==> config.mk <==
export PLATFORM = sky130hd
export DESIGN_NAME = touch_sample_filter_top
export DESIGN_NICKNAME = d
export VERILOG_FILES = /design/src/rtl/tsf_pkg.sv /design/src/rtl/tsf_csr.sv /design/src/rtl/tsf_median3.sv /design/src/rtl/tsf_filter.sv /design/src/rtl/touch_sample_filter_top.sv
export SDC_FILE = /design/constraint.sdc
export NUM_CORES = 1
export LEC_CHECK = 0
export ABC_CLOCK_PERIOD_IN_PS = 26400
export BUFFER_PORTS_ARGS = -buffer_cell sky130_fd_sc_hd__buf_4
export CORE_UTILIZATION = 60
export DETAILED_ROUTE_END_ITERATION = 8
export HOLD_SLACK_MARGIN = 0.15
export PLACE_DENSITY_LB_ADDON = 0.3
export SYNTH_ARGS = -nofsm -noshare
export SYNTH_HDL_FRONTEND = slang
export SYNTH_SLANG_ARGS = --single-unit
==> constraint.sdc <==
create_clock -name clock -period 26.4 [get_ports clock]
set_input_delay 3.96 -clock clock [delete_from_list [all_inputs] [get_ports clock]]
set_output_delay 3.96 -clock clock [all_outputs]
set_load 0.05 [all_outputs]
==> src/rtl/tsf_pkg.sv <==
`timescale 1ns / 1ps
`default_nettype none
// ----------------------------------------------------------------------------
// tsf_pkg
// Shared types and constants of the touch sample filter: transfer payloads,
// configuration register indexes and the report codes.
// ----------------------------------------------------------------------------
package tsf_pkg;

   localparam int unsigned READING_BITS_DEF = 12;
   localparam int unsigned WORD_W           = 24;
   localparam int unsigned OUT_W            = 12;
   localparam int unsigned TOL_W            = 12;
   localparam int unsigned CSR_IDX_W        = 2;
   localparam int unsigned CSR_DATA_W       = 12;
   localparam int unsigned M1_LIMIT         = 400;
   localparam logic [TOL_W-1:0] TOL_RESET   = TOL_W'(300);

   localparam logic [CSR_IDX_W-1:0] CSR_CHIP_MODEL = CSR_IDX_W'(0);
   localparam logic [CSR_IDX_W-1:0] CSR_TOLERANCE  = CSR_IDX_W'(1);

   typedef enum logic [1:0] {
      KIND_DISCARD = 2'd0,
      KIND_TOUCH   = 2'd1,
      KIND_RELEASE = 2'd2
   } report_kind_type;

   typedef struct packed {
      logic [WORD_W-1:0] sample_word0;
      logic [WORD_W-1:0] sample_word1;
      logic [WORD_W-1:0] sample_word2;
      logic [WORD_W-1:0] sample_word3;
   } req_type;

   typedef struct packed {
      report_kind_type   report_kind;
      logic [OUT_W-1:0]  pos_x;
      logic [OUT_W-1:0]  pos_y;
      logic [OUT_W-1:0]  pressure;
      logic              touching;
      logic              rearm_poll;
   } rsp_type;

   typedef struct packed {
      logic             chip_model;
      logic [TOL_W-1:0] tolerance;
   } cfg_type;

endpackage
`default_nettype wire

==> src/rtl/tsf_csr.sv <==
`timescale 1ns / 1ps
`default_nettype none
// ----------------------------------------------------------------------------
// tsf_csr
// Configuration registers: chip model select and axis spread tolerance.
// ----------------------------------------------------------------------------
module tsf_csr (
   input  wire logic                             clock,
   input  wire logic                             reset,
   input  wire logic                             csr_valid,
   output      logic                             csr_ready,
   input  wire logic [tsf_pkg::CSR_IDX_W-1:0]    csr_index,
   input  wire logic [tsf_pkg::CSR_DATA_W-1:0]   csr_wdata,
   output      tsf_pkg::cfg_type                 cfg
);
   import tsf_pkg::*;

   logic             chip_model_ff, chip_model_in;
   logic [TOL_W-1:0] tolerance_ff, tolerance_in;
   logic             wr_en;

   assign csr_ready = 1'b1;
   assign wr_en     = csr_valid && csr_ready;

   always_comb begin
      chip_model_in = chip_model_ff;
      tolerance_in  = tolerance_ff;
      if (wr_en) begin
         case (csr_index)
            CSR_CHIP_MODEL: chip_model_in = csr_wdata[0];
            CSR_TOLERANCE:  tolerance_in  = TOL_W'(csr_wdata);
            default: ;
         endcase
      end
   end

   always_ff @(posedge clock) begin
      if (reset) begin
         chip_model_ff <= 1'b0;
         tolerance_ff  <= TOL_RESET;
      end else begin
         chip_model_ff <= chip_model_in;
         tolerance_ff  <= tolerance_in;
      end
   end

   assign cfg.chip_model = chip_model_ff;
   assign cfg.tolerance  = tolerance_ff;

   // writes to unused indexes leave both registers alone
   a_unused_index_ignored: assert property (@(posedge clock) disable iff (reset)
      (wr_en && csr_index != CSR_CHIP_MODEL && csr_index != CSR_TOLERANCE)
      |=> $stable(cfg))
      else $error("csr write to unused index changed configuration");

   a_tolerance_write: assert property (@(posedge clock) disable iff (reset)
      (wr_en && csr_index == CSR_TOLERANCE) |=> cfg.tolerance == $past(csr_wdata))
      else $error("tolerance write not taken");

endmodule
`default_nettype wire

==> src/rtl/tsf_median3.sv <==
`timescale 1ns / 1ps
`default_nettype none
// ----------------------------------------------------------------------------
// tsf_median3
// Three-input sorting network: minimum, median and maximum of three readings.
// ----------------------------------------------------------------------------
module tsf_median3 #(
   parameter int unsigned W = tsf_pkg::READING_BITS_DEF
) (
   input  wire logic [W-1:0] a,
   input  wire logic [W-1:0] b,
   input  wire logic [W-1:0] c,
   output      logic [W-1:0] lo,
   output      logic [W-1:0] mid,
   output      logic [W-1:0] hi
);
   logic [W-1:0] min_ab, max_ab, min_c;

   always_comb begin
      min_ab = (a > b) ? b : a;
      max_ab = (a > b) ? a : b;
      min_c  = (max_ab > c) ? c : max_ab;
      hi     = (max_ab > c) ? max_ab : c;
      lo     = (min_ab > min_c) ? min_c : min_ab;
      mid    = (min_ab > min_c) ? min_ab : min_c;
   end

endmodule
`default_nettype wire

==> src/rtl/tsf_filter.sv <==
`timescale 1ns / 1ps
`default_nettype none
// ----------------------------------------------------------------------------
// tsf_filter
// Unpacks one conversion, forms median or average position, checks the axis
// spread against the tolerance and builds the touch, release or discard report.
// ----------------------------------------------------------------------------
module tsf_filter #(
   parameter int unsigned READING_BITS = tsf_pkg::READING_BITS_DEF
) (
   input  wire tsf_pkg::req_type  req,
   input  wire tsf_pkg::cfg_type  cfg,
   output      tsf_pkg::rsp_type  rsp
);
   import tsf_pkg::*;

   localparam int unsigned RB = READING_BITS;
   localparam int unsigned CW = (RB > OUT_W) ? RB : OUT_W;
   localparam int unsigned PW = ((RB + 1) > OUT_W) ? (RB + 1) : OUT_W;

   logic [RB-1:0] xa, xb, xc, ya, yb, yc, ra, rb;
   logic [RB-1:0] x_lo, x_mid, x_hi, y_lo, y_mid, y_hi;
   logic [RB:0]   r_sum, x_sum, y_sum;
   logic [RB-1:0] mean_raw, mean, x_avg, y_avg;
   logic [RB-1:0] sx, sy, px, py;
   logic [PW-1:0] pr;
   logic          spread_ok, ok;

   assign xa = req.sample_word0[RB-1:0];
   assign xb = req.sample_word1[RB-1:0];
   assign xc = req.sample_word2[RB-1:0];
   assign ya = req.sample_word3[RB-1:0];
   assign yb = RB'(req.sample_word0 >> RB);
   assign yc = RB'(req.sample_word1 >> RB);
   assign ra = RB'(req.sample_word2 >> RB);
   assign rb = RB'(req.sample_word3 >> RB);

   tsf_median3 #(.W(RB)) u_med_x (
      .a(xa), .b(xb), .c(xc), .lo(x_lo), .mid(x_mid), .hi(x_hi)
   );

   tsf_median3 #(.W(RB)) u_med_y (
      .a(ya), .b(yb), .c(yc), .lo(y_lo), .mid(y_mid), .hi(y_hi)
   );

   always_comb begin
      r_sum    = {1'b0, ra} + {1'b0, rb};
      x_sum    = {1'b0, xa} + {1'b0, xb};
      y_sum    = {1'b0, ya} + {1'b0, yb};
      mean_raw = r_sum[RB:1];
      x_avg    = x_sum[RB:1];
      y_avg    = y_sum[RB:1];

      if (!cfg.chip_model) begin
         mean = mean_raw;
         sx   = x_hi - x_lo;
         sy   = y_hi - y_lo;
         px   = x_mid;
         py   = y_mid;
         pr   = (PW'(1) << RB) - PW'(mean);
      end else begin
         // above the limit the contact counts as released
         mean = (CW'(mean_raw) > CW'(M1_LIMIT)) ? '0 : mean_raw;
         sx   = (xa > xb) ? (xa - xb) : (xb - xa);
         sy   = (ya > yb) ? (ya - yb) : (yb - ya);
         px   = x_avg;
         py   = y_avg;
         pr   = PW'(M1_LIMIT) - PW'(mean);
      end

      spread_ok = (CW'(sx) < CW'(cfg.tolerance)) && (CW'(sy) < CW'(cfg.tolerance));
      ok        = (mean == '0) || (cfg.tolerance == '0) || spread_ok;

      rsp = '0;
      if (ok) begin
         if (mean != '0) begin
            rsp.report_kind = KIND_TOUCH;
            rsp.pos_x       = OUT_W'(px);
            rsp.pos_y       = OUT_W'(py);
            rsp.pressure    = pr[OUT_W-1:0];
            rsp.touching    = 1'b1;
            rsp.rearm_poll  = 1'b1;
         end else begin
            rsp.report_kind = KIND_RELEASE;
         end
      end
   end

endmodule
`default_nettype wire

==> src/rtl/touch_sample_filter_top.sv <==
`timescale 1ns / 1ps
`default_nettype none
// ----------------------------------------------------------------------------
// touch_sample_filter_top
// Touchscreen conversion filter: median-of-three or two-sample average,
// spread rejection, release detection and pressure inversion.
//
//   channel  ports                                   transfer when
//   -------  --------------------------------------  -------------------------
//   request  start, busy, req_data                   start && !busy
//   result   rsp_valid, rsp_data                     rsp_valid (one cycle)
//   config   csr_valid, csr_ready, csr_index,        csr_valid && csr_ready
//            csr_wdata
//
// One conversion per cycle. A request taken at one edge is captured in the
// input register; its report is in the result register after the next edge
// and is shown with rsp_valid for that single cycle.
// Latency is set by these two registers; the filter between them is one pass.
// busy follows the synchronous reset; csr_ready is always high.
// The receiver cannot stall, so nothing is held back on the result side.
// ----------------------------------------------------------------------------
module touch_sample_filter_top #(
   parameter int unsigned READING_BITS = tsf_pkg::READING_BITS_DEF
) (
   input  wire logic                             clock,
   input  wire logic                             reset,
   input  wire logic                             start,
   output      logic                             busy,
   input  wire tsf_pkg::req_type                 req_data,
   output      logic                             rsp_valid,
   output      tsf_pkg::rsp_type                 rsp_data,
   input  wire logic                             csr_valid,
   output      logic                             csr_ready,
   input  wire logic [tsf_pkg::CSR_IDX_W-1:0]    csr_index,
   input  wire logic [tsf_pkg::CSR_DATA_W-1:0]   csr_wdata
);
   import tsf_pkg::*;

   cfg_type cfg;
   req_type req_data_ff, req_data_in;
   logic    req_valid_ff, req_valid_in;
   rsp_type rsp_data_ff, rsp_data_in;
   logic    rsp_valid_ff, rsp_valid_in;
   logic    accept;

   assign busy   = reset;
   assign accept = start && !busy;

   tsf_csr u_csr (
      .clock     (clock),
      .reset     (reset),
      .csr_valid (csr_valid),
      .csr_ready (csr_ready),
      .csr_index (csr_index),
      .csr_wdata (csr_wdata),
      .cfg       (cfg)
   );

   tsf_filter #(.READING_BITS(READING_BITS)) u_filter (
      .req (req_data_ff),
      .cfg (cfg),
      .rsp (rsp_data_in)
   );

   assign req_valid_in = accept;
   assign req_data_in  = accept ? req_data : req_data_ff;
   assign rsp_valid_in = req_valid_ff;

   always_ff @(posedge clock) begin
      if (reset) begin
         req_valid_ff <= 1'b0;
         rsp_valid_ff <= 1'b0;
      end else begin
         req_valid_ff <= req_valid_in;
         rsp_valid_ff <= rsp_valid_in;
      end
   end

   always_ff @(posedge clock) begin
      req_data_ff <= req_data_in;
      rsp_data_ff <= rsp_data_in;
   end

   assign rsp_valid = rsp_valid_ff;
   assign rsp_data  = rsp_data_ff;

   // every report traces back to a request taken into the input register and then the result register
   a_rsp_from_req: assert property (@(posedge clock) disable iff (reset)
      rsp_valid |-> $past(start && !busy, 2))
      else $error("result without a matching request");

   a_touch_flags: assert property (@(posedge clock) disable iff (reset)
      rsp_valid |-> (rsp_data.touching == (rsp_data.report_kind == KIND_TOUCH)) &&
                    (rsp_data.rearm_poll == rsp_data.touching))
      else $error("touch flags disagree with report kind");

   a_non_touch_zero: assert property (@(posedge clock) disable iff (reset)
      (rsp_valid && rsp_data.report_kind != KIND_TOUCH) |->
         (rsp_data.pos_x == '0 && rsp_data.pos_y == '0 && rsp_data.pressure == '0))
      else $error("non-touch report carries position or pressure");

endmodule
`default_nettype wire

; Word level (Yosys, flattened, before mapping)
; Cells that the tools add are included.
[classes]
n_addsub = 11
order_cmp = 9
n_eq_ne = 1
mux = 23
n_reduce_logical = 12
[op_table]
columns = cell, count
row1 = 12-bit 2-to-1 mux, 21
row2 = 12-bit > comparator, 6
row3 = 12-bit subtractor, 6
row4 = 12-bit by 12-bit adder with 13-bit output, 3
row5 = 12-bit logical NOT, 2
row6 = 12-bit < comparator, 2
row7 = 12-bit by 9-bit > comparator with 1-bit output (second input constant), 1
row8 = 12-bit nonzero test, 1
row9 = 1-bit by 12-bit subtractor with 12-bit output (first input constant), 1
row10 = 9-bit by 12-bit subtractor with 12-bit output (first input constant), 1
row11 = 2-bit AND reduction, 3
row12 = 2-bit 2-to-1 mux, 2
row13 = 2-bit by 1-bit == test with 1-bit output (second input constant), 1
row14 = 1-bit logical AND, 2
row15 = 2-bit logical NOT, 1
row16 = 1-bit logical OR, 2
row17 = 1-bit logical NOT, 1
[totals]
register_bits = 151
inputBits = 114
out_inout_bits = 43
elab_cells = 70

; Logic depth before layout (Yosys ltp)
[depth]
depth_word = 12
ltp_mapped = 59
depth_no_buf = 51

; Hierarchy
; Synthesis repeated with hierarchy kept, for this count alone.
[hier_totals]
cells_unflattened = 1593
area_unflattened_um2 = 14592.7
[modules_own_cells]
columns = mod, n_inst, cells_per_inst, area_per_inst_um2, seq_area_each_um2
row1 = tsf_filter, 1, 897, 6347.3, 0.0
row2 = tsf_median3, 2, 247, 1946.9, 0.0
row3 = touch_sample_filter_top, 1, 142, 3749.8, 3723.6
row4 = tsf_csr, 1, 60, 601.8, 260.2

; Worst setup path before layout
; Ideal clock, no wire load.
[synth_timing]
path_type = register -> register
start = register req_data_ff[6] (netlist name)
end = register rsp_data_ff (netlist bit rsp_data[32])
setup_ns = 0.070
arrival_ns = 10.424
t_required_ns = 26.330
path_slack_ns = 15.906
stages_incl_launch_ff = 56
path_buffers = 11
period_less_slack_ns = 10.494
cell_sequence = edfxtp_1 > clkbuf_1 > inv_1 > ha_1 > buf_4 > nand4_1 > o31ai_4 > o21a_1 > buf_2 > clkbuf_1 > clkbuf_1 > nor2_1 > a21oi_1 > inv_1 > ha_1 > a21o_1 > a21o_1 > a211oi_2 > [20 not listed] > o2111a_1 > o21a_1 > o21ai_0 > a211oi_1 > or4_1 > nor3_1 > a2111oi_0 > o21ai_1 > ha_1 > and4_1 > a211oi_1 > o2111ai_1 > o31ai_1 > and2_1 > buf_2 > buf_2 > o21ai_0 > a21oi_1
[synth_between]
elab_chain_len = 12
elab_cells_between_ends = 17
cone_classes = add/sub: 3 / order compare: 4 / mux: 7 / reduce/logical: 3
[synth_lines]
columns = item, line_no
row1 = start: declaration, touch_sample_filter_top.sv:40  ; req_type req_data_ff, req_data_in;
row2 = start signal: assignment, touch_sample_filter_top.sv:80  ; req_data_ff <= req_data_in;
row3 = 12-bit > comparator, "tsf_median3.sv:20, tsf_median3.sv:21, tsf_filter.sv:65"
row4 = 12-bit 2-to-1 mux, tsf_median3.sv:21  ; max_ab = (a > b) ? a : b;
row5 = 12-bit > comparator, "tsf_median3.sv:22, tsf_median3.sv:23"
row6 = 12-bit 2-to-1 mux, tsf_median3.sv:22  ; min_c = (max_ab > c) ? c : max_ab;
row7 = 12-bit > comparator, tsf_median3.sv:24  ; lo = (min_ab > min_c) ? min_c : min_ab;
row8 = 12-bit 2-to-1 mux, tsf_median3.sv:24
row9 = 12-bit subtractor, tsf_filter.sv:57  ; sy = y_hi - y_lo;
row10 = 12-bit 2-to-1 mux *, tsf_filter.sv:54  ; if (!cfg.chip_model) begin
row11 = 12-bit < comparator *, tsf_filter.sv:71  ; spread_ok = (CW'(sx) < CW'(cfg.tolerance)) && (CW'(sy) < CW'(cfg.tolerance));
row12 = 1-bit logical AND *, tsf_filter.sv:71
row13 = 1-bit logical OR *, tsf_filter.sv:72  ; ok = (mean == '0) || (cfg.tolerance == '0) || spread_ok;
row14 = 2-bit AND reduction (no source line) *, --
row15 = end signal: assignment, touch_sample_filter_top.sv:81  ; rsp_data_ff <= rsp_data_in;
row16 = end: declaration, touch_sample_filter_top.sv:42  ; rsp_type rsp_data_ff, rsp_data_in;
; Mark *: on every way between the ends. The rest lies on a longest branch, timed or not.
; A chain may end at the register's enable or synchronous reset.

; Final worst setup path
[layout_timing]
start = register req_data_ff[6] (netlist name)
end = register rsp_data_ff (netlist bit rsp_data[36])
; Same word-level chain as after synthesis.

==> metrics.csv <==
metric,value,unit
outcome,"finished, final reports clean",
clk buf depth,2,
core area,0.02189,sq mm
"most used cell, CP",ha_1,
# IOs,157,
Synth top area share,0.2144,
"Largest stage delay, worst path",0.80,ns
total power,1.383,mW
"count leader, synth",ha_1,
Worst path slowest cell,and2_2,
max cap viols,0,
diode count,0,
Area Growth Syn to Fin,13.73,%
Worst-path clk slew,0.07,ns
Startpoint Class,register,
nets@finish,1997,
Synth area leader,edfxtp_1,
fraction of registers with async set/reset,0,
leakage power,7.049,nW
post-cts sizing count,0,
clk root buf,clkbuf_16,
chip height,151.7,um
Worst-Margin Slew,0.8237,ns
number of port buffers,155,
Slew HR,0.4461,
"Seq/Total Area, Yosys",0.2934,
synth top area cells,"edfxtp_1 21%, ha_1 16%, dfxtp_1 7.9%, a21oi_1 6.3%, inv_1 4.4%",
Post-synth EDFFs,96,
Ys Warns,0,
DRT Wirelength,38000,um
vias in the first global route,11035,
GRT overflow,0,
GR Util All Layers,0.3337,
worst endpoint required time,26.76,ns
Seq cells post-synth,149,
Inst Count DP,1962,
crit path kind,register to register,
Die ar.,0.02301,sq mm
period utilisation layout,0.5175,
Non-Filler Instances,1994,
"antenna viol nets, final",0,
Hold Crit Class,register to register,
antenna violations before repair,0,
DRT Pass-1 Iters,5,
CTS H-tree depth,4,
vias per cell,5.967,
clock skew,0.01483,ns
"Slew Viols, Final",0,
DRT iter0 DRCs,1054,
Site Rows,54,
fill count,1779,
distinct cell type count after synthesis,84,
postcts setup bufs,0,
maximum net fanout on the critical path,44,
"Hold Vio Cnt, Final",0,
Synth top cells by count,"173 x ha_1, 170 x a21oi_1, 158 x inv_1, 139 x nor2_1, 136 x nand2_1",
RSZ-0062 raised after global routing,false,
Mapped Nets,1890,
share of post-route cells with drive strength above 1,0.1494,
final hold slack,0.4405,ns
VDD IR max,59.16,uV
Synth Cell Area,0.01344,sq mm
Storage cell area,0.003945,sq mm
Mean Syn Cell Area,8.433,sq um
"Clk Latency, worst-skew pair",0.44,ns
crit end category,register,
Post-route DRC,0,
Fmax,73.20,MHz
Initial Utilization,0.6141,
die width,151.7,um
"Top FF cell, synth",edfxtp_1,
CTS buffer count,17,
Pwr Density,90.45,mW/mm^2
GP Congestion,0.9664,
largest net degree at the start of global routing,56,
Total Neg Setup Slack,0,ns
first-pass GRT wire length,58310,um
multi-input logic area,0.008506,sq mm
CTS tree,yes,
Via Count,11899,
WL per Instance,19.05,um
clock sink total,149,
HPWL after DPL,29590,um
Period minus WS final,13.66,ns
# setup viols final,0,
CTS Hold Bufs,0,
critical path arrival,14.02,ns
Synth Instances,1594,
-- through the flow --
| step | utilization | instance area (sq um) | setup slack, ns |
|---|---|---|---|
| floorplan | - | 13440 | 15.91 |
| global placement | 0.6698 | 14660 | 12.81 |
| detailed placement | 0.6698 | 14660 | 12.69 |
| CTS | 0.6983 | 15290 | 12.49 |
| global route | 0.6984 | 15290 | 11.81 |
| finish | 0.6984 | 15290 | 12.74 |
-- path summary, 6_finish.rpt --
check / start / to / slack (ns) / cells after the start
setup / recovery: req_data_ff[6] / rsp_data[36] / 12.74 / 45
hold / removal: req_valid_ff / rsp_valid / 0.44 / 1
setup reg to reg: req_data_ff[6] / rsp_data[36] / 12.74 / 45
hold reg to reg: req_valid_ff / rsp_valid / 0.44 / 1
-- registers in the layout (all words and copies together), names as in the netlist --
| register | count |
|---|---|
| req_data_ff | 96 |
| rsp_data | 38 |
| req_valid_ff | 1 |
| u_csr.chip_model_ff | 1 |
| u_csr.tolerance_ff | 12 |
| rsp_valid | 1 |
-- critical path, delay by kind of cell (launching register included) --
kind | cells | cell delay, ns
compound gates | 24 | 6.81
fa+ha+maj | 5 | 1.74
buf+inv | 4 | 1.05
flops | 1 | 0.56
mux | 1 | 0.42
simple gates | 11 | 2.95
-- logic make-up after synthesis --
family	count (synthesis)	share of synthesized area
compound gates	463	0.2210
xor+xnor	74	0.04821
fa+ha+maj	182	0.1744
buf+inv	241	0.07483
flops	149	0.2934
mux	44	0.03481
other cells	1	0.0002790
simple gates	440	0.1531
-- final cells by class --
type | count | share of cell area
tap | 280 | 0.02292
clock inverter | 15 | 0.01309
timing repair buffer | 167 | 0.08200
inverter | 162 | 0.03977
clock buffer | 17 | 0.02783
sequential | 149 | 0.2580
multi-input combinational | 1204 | 0.5563
-- cells in the final DEF, fill, tap and decap left out, drive strengths merged, types with 26 or more instances in the layout --
cell / instances
nand2: 137
a21oi: 173
dfxtp: 53
edfxtp: 96
a21o: 31
inv: 170
o21ai: 104
nor2: 139
ha: 173
xnor2: 48
mux2i: 28
xor2: 26
buf: 167
nor3: 29
-- power breakdown --
group          internal, mW  switching (mW)
clock                 0.138           0.123
combinational         0.334           0.499
sequential            0.272          0.0162
-- layer usage --
layer  GRT usage  vias up  routed length, um
li1            -     5825                  -
met1      0.4510     5602              16980
met2      0.5377      426              17270
met3     0.06168       46               2842
met4      0.1040        0                896
met5           0        -                  0
Power figures use the tool's default switching activity.
